## config.mk

```make
export PLATFORM = sky130hd
export DESIGN_NAME = tcp_client_connection_fsm_unit
export DESIGN_NICKNAME = d
export VERILOG_FILES = /design/src/hdl/tccf_pkg.sv /design/src/hdl/tccf_front.sv /design/src/hdl/tccf_queue.sv /design/src/hdl/tccf_back.sv /design/src/hdl/tcp_client_connection_fsm_unit.sv
export SDC_FILE = /design/constraint.sdc
export NUM_CORES = 1
export LEC_CHECK = 0
export CAP_MARGIN = 20
export CELL_PAD_IN_SITES_DETAIL_PLACEMENT = 2
export CELL_PAD_IN_SITES_GLOBAL_PLACEMENT = 2
export CORE_MARGIN = 3
export CORE_UTILIZATION = 35
export CTS_BUF_LIST = sky130_fd_sc_hd__clkbuf_8
export DETAILED_ROUTE_END_ITERATION = 12
export DONT_BUFFER_PORTS = 1
export PLACE_DENSITY = 0.66
export SYNTH_ARGS = -nofsm -noshare
export SYNTH_HDL_FRONTEND = slang
export SYNTH_SLANG_ARGS = --single-unit
```

## constraint.sdc

```tcl
create_clock -name i_clk -period 8.9 [get_ports i_clk]
set_input_delay 1.335 -clock i_clk [delete_from_list [all_inputs] [get_ports i_clk]]
set_output_delay 1.335 -clock i_clk [all_outputs]
set_load 0.01 [all_outputs]
```

## src/hdl/tccf_pkg.sv

```systemverilog
// shared types and constants for the tcp client connection control block
// no dependencies; imported by every module of the block
package tccf_pkg;

    // input opcodes
    localparam logic [2:0] OP_SEGMENT    = 3'd0;
    localparam logic [2:0] OP_POLL       = 3'd1;
    localparam logic [2:0] OP_CONNECT    = 3'd2;
    localparam logic [2:0] OP_DISCONNECT = 3'd3;
    localparam logic [2:0] OP_TICK       = 3'd4;

    // classified command kinds
    localparam logic [2:0] CMD_NOP        = 3'd0;
    localparam logic [2:0] CMD_SEGMENT    = 3'd1;
    localparam logic [2:0] CMD_POLL       = 3'd2;
    localparam logic [2:0] CMD_CONNECT    = 3'd3;
    localparam logic [2:0] CMD_DISCONNECT = 3'd4;
    localparam logic [2:0] CMD_TICK       = 3'd5;

    // tcp flag patterns
    localparam logic [8:0] F_SYN    = 9'h002;
    localparam logic [8:0] F_ACK    = 9'h010;
    localparam logic [8:0] F_FINACK = 9'h011;
    localparam logic [8:0] F_SYNACK = 9'h012;

    // connection states
    localparam logic [2:0] ST_CLOSED     = 3'd0;
    localparam logic [2:0] ST_SYN_SENT   = 3'd1;
    localparam logic [2:0] ST_ESTAB      = 3'd2;
    localparam logic [2:0] ST_FIN1       = 3'd3;
    localparam logic [2:0] ST_FIN2       = 3'd4;
    localparam logic [2:0] ST_CLOSE_WAIT = 3'd5;
    localparam logic [2:0] ST_LAST_ACK   = 3'd6;
    localparam logic [2:0] ST_TIME_WAIT  = 3'd7;

    localparam logic [15:0] TW_TICKS_RESET = 16'd3;

    typedef struct packed {
        logic [2:0]  opcode;
        logic [8:0]  seg_flags;
        logic [31:0] seg_seq;
        logic [31:0] seg_ack;
        logic [31:0] initial_seq;
    } t_item;

    typedef struct packed {
        logic        send_valid;
        logic [8:0]  send_flags;
        logic [31:0] send_seq;
        logic [31:0] send_ack;
        logic [2:0]  conn_state;
        logic        wait_timer_running;
    } t_result;

    typedef struct packed {
        logic [2:0]  kind;
        logic        is_synack;
        logic        is_finack;
        logic        is_ack;
        logic [31:0] seg_seq;
        logic [31:0] seg_ack;
        logic [31:0] initial_seq;
    } t_cmd;

endpackage

```

## src/hdl/tccf_front.sv

```systemverilog
// front stage: accepts events, decodes the opcode and matches segment flags
// depends on tccf_pkg; feeds tccf_queue through a one-entry register
module tccf_front
    import tccf_pkg::*;
(
    input  logic  i_clk,
    input  logic  i_rst_n,
    input  logic  i_in_valid,
    output logic  o_in_stall,
    input  t_item i_in_item,
    output logic  o_cmd_valid,
    input  logic  i_cmd_stall,
    output t_cmd  o_cmd
);

    logic r_valid;
    logic n_valid;
    t_cmd r_cmd;
    t_cmd n_cmd;
    logic w_take;

    // no transfer is taken while reset is held
    assign o_in_stall  = !i_rst_n || (r_valid && i_cmd_stall);
    assign w_take      = i_in_valid && !o_in_stall;
    assign o_cmd_valid = r_valid;
    assign o_cmd       = r_cmd;

    always_comb begin
        n_cmd             = r_cmd;
        n_valid           = r_valid && i_cmd_stall;
        if (w_take) begin
            n_valid           = 1'b1;
            n_cmd.is_synack   = (i_in_item.seg_flags == F_SYNACK);
            n_cmd.is_finack   = (i_in_item.seg_flags == F_FINACK);
            n_cmd.is_ack      = (i_in_item.seg_flags == F_ACK);
            n_cmd.seg_seq     = i_in_item.seg_seq;
            n_cmd.seg_ack     = i_in_item.seg_ack;
            n_cmd.initial_seq = i_in_item.initial_seq;
            case (i_in_item.opcode)
                OP_SEGMENT:    n_cmd.kind = CMD_SEGMENT;
                OP_POLL:       n_cmd.kind = CMD_POLL;
                OP_CONNECT:    n_cmd.kind = CMD_CONNECT;
                OP_DISCONNECT: n_cmd.kind = CMD_DISCONNECT;
                OP_TICK:       n_cmd.kind = CMD_TICK;
                default:       n_cmd.kind = CMD_NOP;
            endcase
        end
    end

    always_ff @(posedge i_clk) begin
        if (!i_rst_n) begin
            r_valid <= 1'b0;
        end else begin
            r_valid <= n_valid;
        end
        r_cmd <= n_cmd;
    end

endmodule

```

## src/hdl/tccf_queue.sv

```systemverilog
// short command queue between the front and back stages
// depends on tccf_pkg for the command type
module tccf_queue
    import tccf_pkg::*;
#(
    parameter int DEPTH = 2
) (
    input  logic i_clk,
    input  logic i_rst_n,
    input  logic i_push_valid,
    output logic o_push_stall,
    input  t_cmd i_push_cmd,
    output logic o_pop_valid,
    input  logic i_pop_stall,
    output t_cmd o_pop_cmd
);

    localparam int PW = (DEPTH > 1) ? $clog2(DEPTH) : 1;
    localparam int CW = $clog2(DEPTH + 1);

    t_cmd          r_mem [DEPTH];
    logic [PW-1:0] r_wr_ptr;
    logic [PW-1:0] r_rd_ptr;
    logic [CW-1:0] r_count;
    logic [PW-1:0] n_wr_ptr;
    logic [PW-1:0] n_rd_ptr;
    logic [CW-1:0] n_count;
    logic          w_push;
    logic          w_pop;

    assign o_push_stall = (r_count == CW'(DEPTH));
    assign o_pop_valid  = (r_count != '0);
    assign o_pop_cmd    = r_mem[r_rd_ptr];
    assign w_push       = i_push_valid && !o_push_stall;
    assign w_pop        = o_pop_valid && !i_pop_stall;

    always_comb begin
        n_wr_ptr = r_wr_ptr;
        n_rd_ptr = r_rd_ptr;
        n_count  = r_count;
        if (w_push) begin
            n_wr_ptr = (r_wr_ptr == PW'(DEPTH - 1)) ? '0 : r_wr_ptr + 1'b1;
        end
        if (w_pop) begin
            n_rd_ptr = (r_rd_ptr == PW'(DEPTH - 1)) ? '0 : r_rd_ptr + 1'b1;
        end
        if (w_push && !w_pop) begin
            n_count = r_count + 1'b1;
        end else if (w_pop && !w_push) begin
            n_count = r_count - 1'b1;
        end
    end

    always_ff @(posedge i_clk) begin
        if (!i_rst_n) begin
            r_wr_ptr <= '0;
            r_rd_ptr <= '0;
            r_count  <= '0;
        end else begin
            r_wr_ptr <= n_wr_ptr;
            r_rd_ptr <= n_rd_ptr;
            r_count  <= n_count;
        end
        if (w_push) begin
            r_mem[r_wr_ptr] <= i_push_cmd;
        end
    end

endmodule

```

## src/hdl/tccf_back.sv

```systemverilog
// back stage: connection state machine, time-wait countdown and result register
// depends on tccf_pkg; pops commands from tccf_queue
module tccf_back
    import tccf_pkg::*;
(
    input  logic        i_clk,
    input  logic        i_rst_n,
    input  logic        i_cfg_valid,
    input  logic [15:0] i_cfg_data,
    input  logic        i_cmd_valid,
    output logic        o_cmd_stall,
    input  t_cmd        i_cmd,
    output logic        o_out_valid,
    input  logic        i_out_stall,
    output t_result     o_out_result
);

    logic [15:0] r_time_wait_ticks;
    logic [2:0]  r_state;
    logic [2:0]  n_state;
    logic        r_connect_pending;
    logic        n_connect_pending;
    logic        r_disconnect_pending;
    logic        n_disconnect_pending;
    logic        r_synack_seen;
    logic        n_synack_seen;
    logic        r_finack_seen;
    logic        n_finack_seen;
    logic        r_ack_seen;
    logic        n_ack_seen;
    logic        r_timer_active;
    logic        n_timer_active;
    logic [15:0] r_timer_count;
    logic [15:0] n_timer_count;
    logic [31:0] r_peer_seq;
    logic [31:0] n_peer_seq;
    logic [31:0] r_peer_ack;
    logic [31:0] n_peer_ack;
    logic        r_out_valid;
    logic        n_out_valid;
    t_result     r_out;
    t_result     n_out;
    logic        w_pop;
    logic        w_reply;
    logic [8:0]  w_reply_flags;
    logic [31:0] w_reply_ack;

    assign o_cmd_stall  = r_out_valid && i_out_stall;
    assign w_pop        = i_cmd_valid && !o_cmd_stall;
    assign o_out_valid  = r_out_valid;
    assign o_out_result = r_out;
    assign w_reply_ack  = r_peer_seq + 32'd1;

    always_comb begin
        n_state              = r_state;
        n_connect_pending    = r_connect_pending;
        n_disconnect_pending = r_disconnect_pending;
        n_synack_seen        = r_synack_seen;
        n_finack_seen        = r_finack_seen;
        n_ack_seen           = r_ack_seen;
        n_timer_active       = r_timer_active;
        n_timer_count        = r_timer_count;
        n_peer_seq           = r_peer_seq;
        n_peer_ack           = r_peer_ack;
        n_out_valid          = r_out_valid && i_out_stall;
        n_out                = r_out;
        w_reply              = 1'b0;
        w_reply_flags        = F_ACK;

        if (w_pop) begin
            n_out_valid = 1'b1;
            n_out       = '0;
            case (i_cmd.kind)
                CMD_SEGMENT: begin
                    if (i_cmd.is_synack) n_synack_seen = 1'b1;
                    if (i_cmd.is_finack) n_finack_seen = 1'b1;
                    if (i_cmd.is_ack)    n_ack_seen    = 1'b1;
                    n_peer_seq = i_cmd.seg_seq;
                    n_peer_ack = i_cmd.seg_ack;
                end
                CMD_POLL: begin
                    case (r_state)
                        ST_CLOSED: begin
                            if (r_connect_pending) begin
                                n_connect_pending = 1'b0;
                                n_out.send_valid  = 1'b1;
                                n_out.send_flags  = F_SYN;
                                n_out.send_seq    = i_cmd.initial_seq;
                                n_peer_seq        = i_cmd.initial_seq;
                                n_peer_ack        = 32'd1;
                                n_state           = ST_SYN_SENT;
                            end
                        end
                        ST_SYN_SENT: begin
                            if (r_synack_seen) begin
                                n_synack_seen = 1'b0;
                                w_reply       = 1'b1;
                                n_state       = ST_ESTAB;
                            end
                        end
                        ST_ESTAB: begin
                            // a local close request wins over a peer close
                            if (r_disconnect_pending) begin
                                n_disconnect_pending = 1'b0;
                                w_reply              = 1'b1;
                                w_reply_flags        = F_FINACK;
                                n_state              = ST_FIN1;
                            end else if (r_finack_seen) begin
                                n_finack_seen = 1'b0;
                                w_reply       = 1'b1;
                                n_state       = ST_CLOSE_WAIT;
                            end
                        end
                        ST_CLOSE_WAIT: begin
                            w_reply       = 1'b1;
                            w_reply_flags = F_FINACK;
                            n_state       = ST_LAST_ACK;
                        end
                        ST_LAST_ACK: begin
                            if (r_ack_seen) begin
                                n_ack_seen = 1'b0;
                                n_state    = ST_CLOSED;
                            end
                        end
                        ST_FIN1: begin
                            if (r_ack_seen) begin
                                n_ack_seen = 1'b0;
                                n_state    = ST_FIN2;
                            end
                        end
                        ST_FIN2: begin
                            if (r_finack_seen) begin
                                n_finack_seen = 1'b0;
                                w_reply       = 1'b1;
                                n_state       = ST_TIME_WAIT;
                            end
                        end
                        default: begin
                            if (!r_timer_active) begin
                                n_timer_active = 1'b1;
                                n_timer_count  = r_time_wait_ticks;
                            end
                        end
                    endcase
                end
                CMD_CONNECT:    n_connect_pending    = 1'b1;
                CMD_DISCONNECT: n_disconnect_pending = 1'b1;
                CMD_TICK: begin
                    if (r_timer_active) begin
                        // a count of zero or one ends time-wait
                        if (r_timer_count <= 16'd1) begin
                            n_timer_count  = '0;
                            n_timer_active = 1'b0;
                            n_state        = ST_CLOSED;
                        end else begin
                            n_timer_count = r_timer_count - 16'd1;
                        end
                    end
                end
                default: ;
            endcase
            if (w_reply) begin
                n_out.send_valid = 1'b1;
                n_out.send_flags = w_reply_flags;
                n_out.send_seq   = r_peer_ack;
                n_out.send_ack   = w_reply_ack;
            end
            n_out.conn_state         = n_state;
            n_out.wait_timer_running = n_timer_active;
        end
    end

    always_ff @(posedge i_clk) begin
        if (!i_rst_n) begin
            r_time_wait_ticks    <= TW_TICKS_RESET;
            r_state              <= ST_CLOSED;
            r_connect_pending    <= 1'b1;
            r_disconnect_pending <= 1'b0;
            r_synack_seen        <= 1'b0;
            r_finack_seen        <= 1'b0;
            r_ack_seen           <= 1'b0;
            r_timer_active       <= 1'b0;
            r_timer_count        <= '0;
            r_peer_seq           <= '0;
            r_peer_ack           <= '0;
            r_out_valid          <= 1'b0;
        end else begin
            if (i_cfg_valid) begin
                r_time_wait_ticks <= i_cfg_data;
            end
            r_state              <= n_state;
            r_connect_pending    <= n_connect_pending;
            r_disconnect_pending <= n_disconnect_pending;
            r_synack_seen        <= n_synack_seen;
            r_finack_seen        <= n_finack_seen;
            r_ack_seen           <= n_ack_seen;
            r_timer_active       <= n_timer_active;
            r_timer_count        <= n_timer_count;
            r_peer_seq           <= n_peer_seq;
            r_peer_ack           <= n_peer_ack;
            r_out_valid          <= n_out_valid;
        end
        r_out <= n_out;
    end

endmodule

```

## src/hdl/tcp_client_connection_fsm_unit.sv

```systemverilog
// top level of the tcp client connection control block
// depends on tccf_pkg, tccf_front, tccf_queue and tccf_back
//
// channel   direction  handshake               payload
// in        input      i_in_valid / o_in_stall   i_in_item (t_item)
// out       output     o_out_valid / i_out_stall o_out_result (t_result)
// cfg       input      i_cfg_valid / o_cfg_ready i_cfg_data (time_wait_ticks)
//
// one event per cycle sustained while the output is not stalled; an input transfer
// reaches the result through the front decode register, queue entry and back result register
// the back state machine handles one command per cycle while the output is not stalled,
// set by its single update of the connection registers
// synchronous active-low reset clears control state, sets a connect request pending and time_wait_ticks to 3
// a stall on the output backs up the queue; the input stalls once it and the front register are full
module tcp_client_connection_fsm_unit
    import tccf_pkg::*;
#(
    parameter int QUEUE_DEPTH = 2
) (
    input  logic        i_clk,
    input  logic        i_rst_n,
    input  logic        i_in_valid,
    output logic        o_in_stall,
    input  t_item       i_in_item,
    output logic        o_out_valid,
    input  logic        i_out_stall,
    output t_result     o_out_result,
    input  logic        i_cfg_valid,
    output logic        o_cfg_ready,
    input  logic [15:0] i_cfg_data
);

    logic w_front_valid;
    logic w_front_stall;
    t_cmd w_front_cmd;
    logic w_back_valid;
    logic w_back_stall;
    t_cmd w_back_cmd;

    assign o_cfg_ready = i_rst_n;

    tccf_front u_front (
        .i_clk       (i_clk),
        .i_rst_n     (i_rst_n),
        .i_in_valid  (i_in_valid),
        .o_in_stall  (o_in_stall),
        .i_in_item   (i_in_item),
        .o_cmd_valid (w_front_valid),
        .i_cmd_stall (w_front_stall),
        .o_cmd       (w_front_cmd)
    );

    tccf_queue #(
        .DEPTH (QUEUE_DEPTH)
    ) u_queue (
        .i_clk        (i_clk),
        .i_rst_n      (i_rst_n),
        .i_push_valid (w_front_valid),
        .o_push_stall (w_front_stall),
        .i_push_cmd   (w_front_cmd),
        .o_pop_valid  (w_back_valid),
        .i_pop_stall  (w_back_stall),
        .o_pop_cmd    (w_back_cmd)
    );

    tccf_back u_back (
        .i_clk        (i_clk),
        .i_rst_n      (i_rst_n),
        .i_cfg_valid  (i_cfg_valid),
        .i_cfg_data   (i_cfg_data),
        .i_cmd_valid  (w_back_valid),
        .o_cmd_stall  (w_back_stall),
        .i_cmd        (w_back_cmd),
        .o_out_valid  (o_out_valid),
        .i_out_stall  (i_out_stall),
        .o_out_result (o_out_result)
    );

endmodule

```

==> impl_metrics.ini <==
[logic_synthesis]
yosysWarnings = 0
synth.distinct_cells = 77
ys_seq_elements = 490
async_flop_share_pct = 0
ys_seq_area_share_pct = 70.48
postSynthCellCount = 1292
synth_top_area_share_pct = 58.85
yosys-top-cells-area = edfxtp_1, dfxtp_1, mux4_2, nand2_1, mux2i_1
synth_commonest_cells = edfxtp_1, nand2_1, dfxtp_1
synth_area_per_cell_um2 = 14.93
synth.cell_area_um2 = 19290
synth_edf_count = 378
ys_dominant_reg_cell = edfxtp_1
synth.most_common_cell = edfxtp_1
yosysTopAreaCell = edfxtp_1

[cts]
cts_htree_levels = 3
cts_root_buffer = clkbuf_8
cts_tree = yes
numCtsBuffers = 86
clkTransAtPathRegs_ns = 0.06
cts.sinks = 490
cts_hold_buffers = 0
ctsResizeCount = 0
clockBufferDepth = 3
cts_setup_buffers = 0
clock_latency_ns = 0.67

[place]
portBuffers = 0
gp_congestion = 0.7212
dpl.hpwl_mm = 32.62
place_inst = 1931

[power_and_ir_drop]
leakagePower_uw = 0.007025
irDropWorstVdd_mv = 0.1294
powerDensity_nw_per_um2 = 267.8

[route]
drt_pre_antenna_iters = 4
drt_iter0_drc = 596
wl_per_cell_um = 24.41
drt-total-wl_mm = 51.05
ant_nets = 0
drt-vias-per-instance = 5.195
drc = 0
vias = 10860

[setup_path]
reg2reg_depth = 7
critPathKind = register to register
path_max_fanout = 45
cp-end-kind = register
crit_family = simple AND/OR/NAND/NOR gates
cpPeakStageDelay_ns = 0.83
path_cells = and4bb_1, or2_1, o21ai_4, buf_4, inv_2, nand2_1, o21ai_0
crit_cells = 7
crit_required_ns = 9.36
slowest_stage = dfxtp_4
worst_setup_path_start_kind = register
path_buf_inv = 2
crit_arrival_ns = 3.70

[die]
rows = 85
die_w_um = 240.7
initial_core_util_pct = 35.63
die_h_um = 240.7
core_area_um2 = 54130
boundaryPins = 210
die_area_um2 = 57960

[timing]
hold_viol_final = 0
finalMaxSlewViolations = 0
setup_tns_ns = 0
rsz0062_at_grt = no
clock_skew_ns = 0.04211
setup_violations = 0
worst_pin_slew_ns = 1.005
max_slew_margin_pct = 33.01
fmax_ghz = 0.3087
post-route-min-period_ns = 3.240
post-route-period-util_pct = 36.40

[global_route]
grt_pass1_wl_mm = 75.77
grt.overflow.total = 0
track_usage_pct = 17.57
antenna_found_initial = 7
grt_pass1_vias = 11990
grt_max_degree = 123

[status]
status = finished clean

[job]
cap_violations = 0

[worst_hold_path]
worstHoldPathType = register to register
whs_path_depth = 0
hold_start = u_front.o_cmd[57]$_DFFE_PP_

[final_layout]
nets = 1458
fillCellCount = 5332
area_growth_pct = 11.65
instances_no_fill = 2091
multi_input_area_um2 = 5286
drive_gt1_share_pct = 15.52
ff_latch_area_um2 = 13600
report_power, final:
group / switching [uW] / internal [uW] / leakage (uW)
Combinational: 485 / 327 / 0.00166
Sequential: 290 / 2800 / 0.00445
Clock: 915 / 949 / 0.000918
Total: 1690 / 4080 / 0.00703
final timing paths:
kind,endpoint,slack [ns]
max,u_back.o_out_result[47]$_DFFE_PP_,5.66
min,u_queue.r_mem[1][57]$_DFFE_PP_,0.44
max reg2reg,u_back.o_out_result[47]$_DFFE_PP_,5.66
min reg2reg,u_queue.r_mem[1][57]$_DFFE_PP_,0.44
state kept, by name (all words and copies together), names as in the netlist, 2 cells and up, named ones only:
| signal | count |
|---|---|
| u_queue.r_mem | 204 |
| u_front.o_cmd | 102 |
| u_back.o_out_result | 72 |
| u_back.r_peer_ack | 32 |
| u_back.r_peer_seq | 32 |
| u_back.r_time_wait_ticks | 16 |
| u_back.r_timer_count | 16 |
| u_back.r_state | 3 |
| u_queue.r_count | 2 |
layout make-up:
type / count / area share (%)
Antenna cell: 3 / 0.03486
Timing Repair Buffer: 17 / 0.8483
Clock buffer: 92 / 5.880
Sequential cell: 490 / 63.14
Clock inverter: 63 / 1.197
Multi-Input combinational cell: 713 / 24.55
Tap cell: 696 / 4.044
Inverter: 17 / 0.3079
placed cells by master, fill, tap and decap left out, types with 31 or more instances in the layout:
master	instances
nor2b_1	48
mux4_2	32
o21ai_1	31
a22oi_1	33
inv_1	53
mux2i_1	52
nand2_1	144
mux2_2	36
edfxtp_1	378
a21boi_1	37
dfxtp_1	111
clkbuf_8	92
nor2_1	47
metrics by stage:
stage | power, uW | utilization [%] | area [um^2] | hold slack (ns) | setup slack [ns]
after floorplan | 3636 | - | 19310 | 0.4215 | 2.070
after global placement | 3918 | 36.78 | 19910 | 0.4216 | 5.162
after detailed placement | 3978 | 36.91 | 19980 | 0.4308 | 5.562
after CTS | 5881 | 39.72 | 21500 | 0.4424 | 5.540
after global routing | 6051 | 39.78 | 21530 | 0.4497 | 5.406
final | 5767 | 39.78 | 21530 | 0.4383 | 5.660
kinds of logic after synthesis:
family | Yosys count | synth area share (%)
flops | 490 | 70.48
mux | 121 | 8.608
xor+xnor | 35 | 1.589
fa+ha+maj | 4 | 0.2595
other cells | 1 | 0.01944
simple gates | 344 | 9.089
compound gates | 203 | 7.448
buf+inv | 94 | 2.511
routing by layer:
metal	wire length [um]	track usage, %	vias up
met2	25360	29.84	231
li1	-	-	4932
met5	0	0	-
met4	1573	6.210	0
met1	21180	21.03	5601
met3	2931	5.759	99
Note: power is estimated with default switching activity, not from simulation.
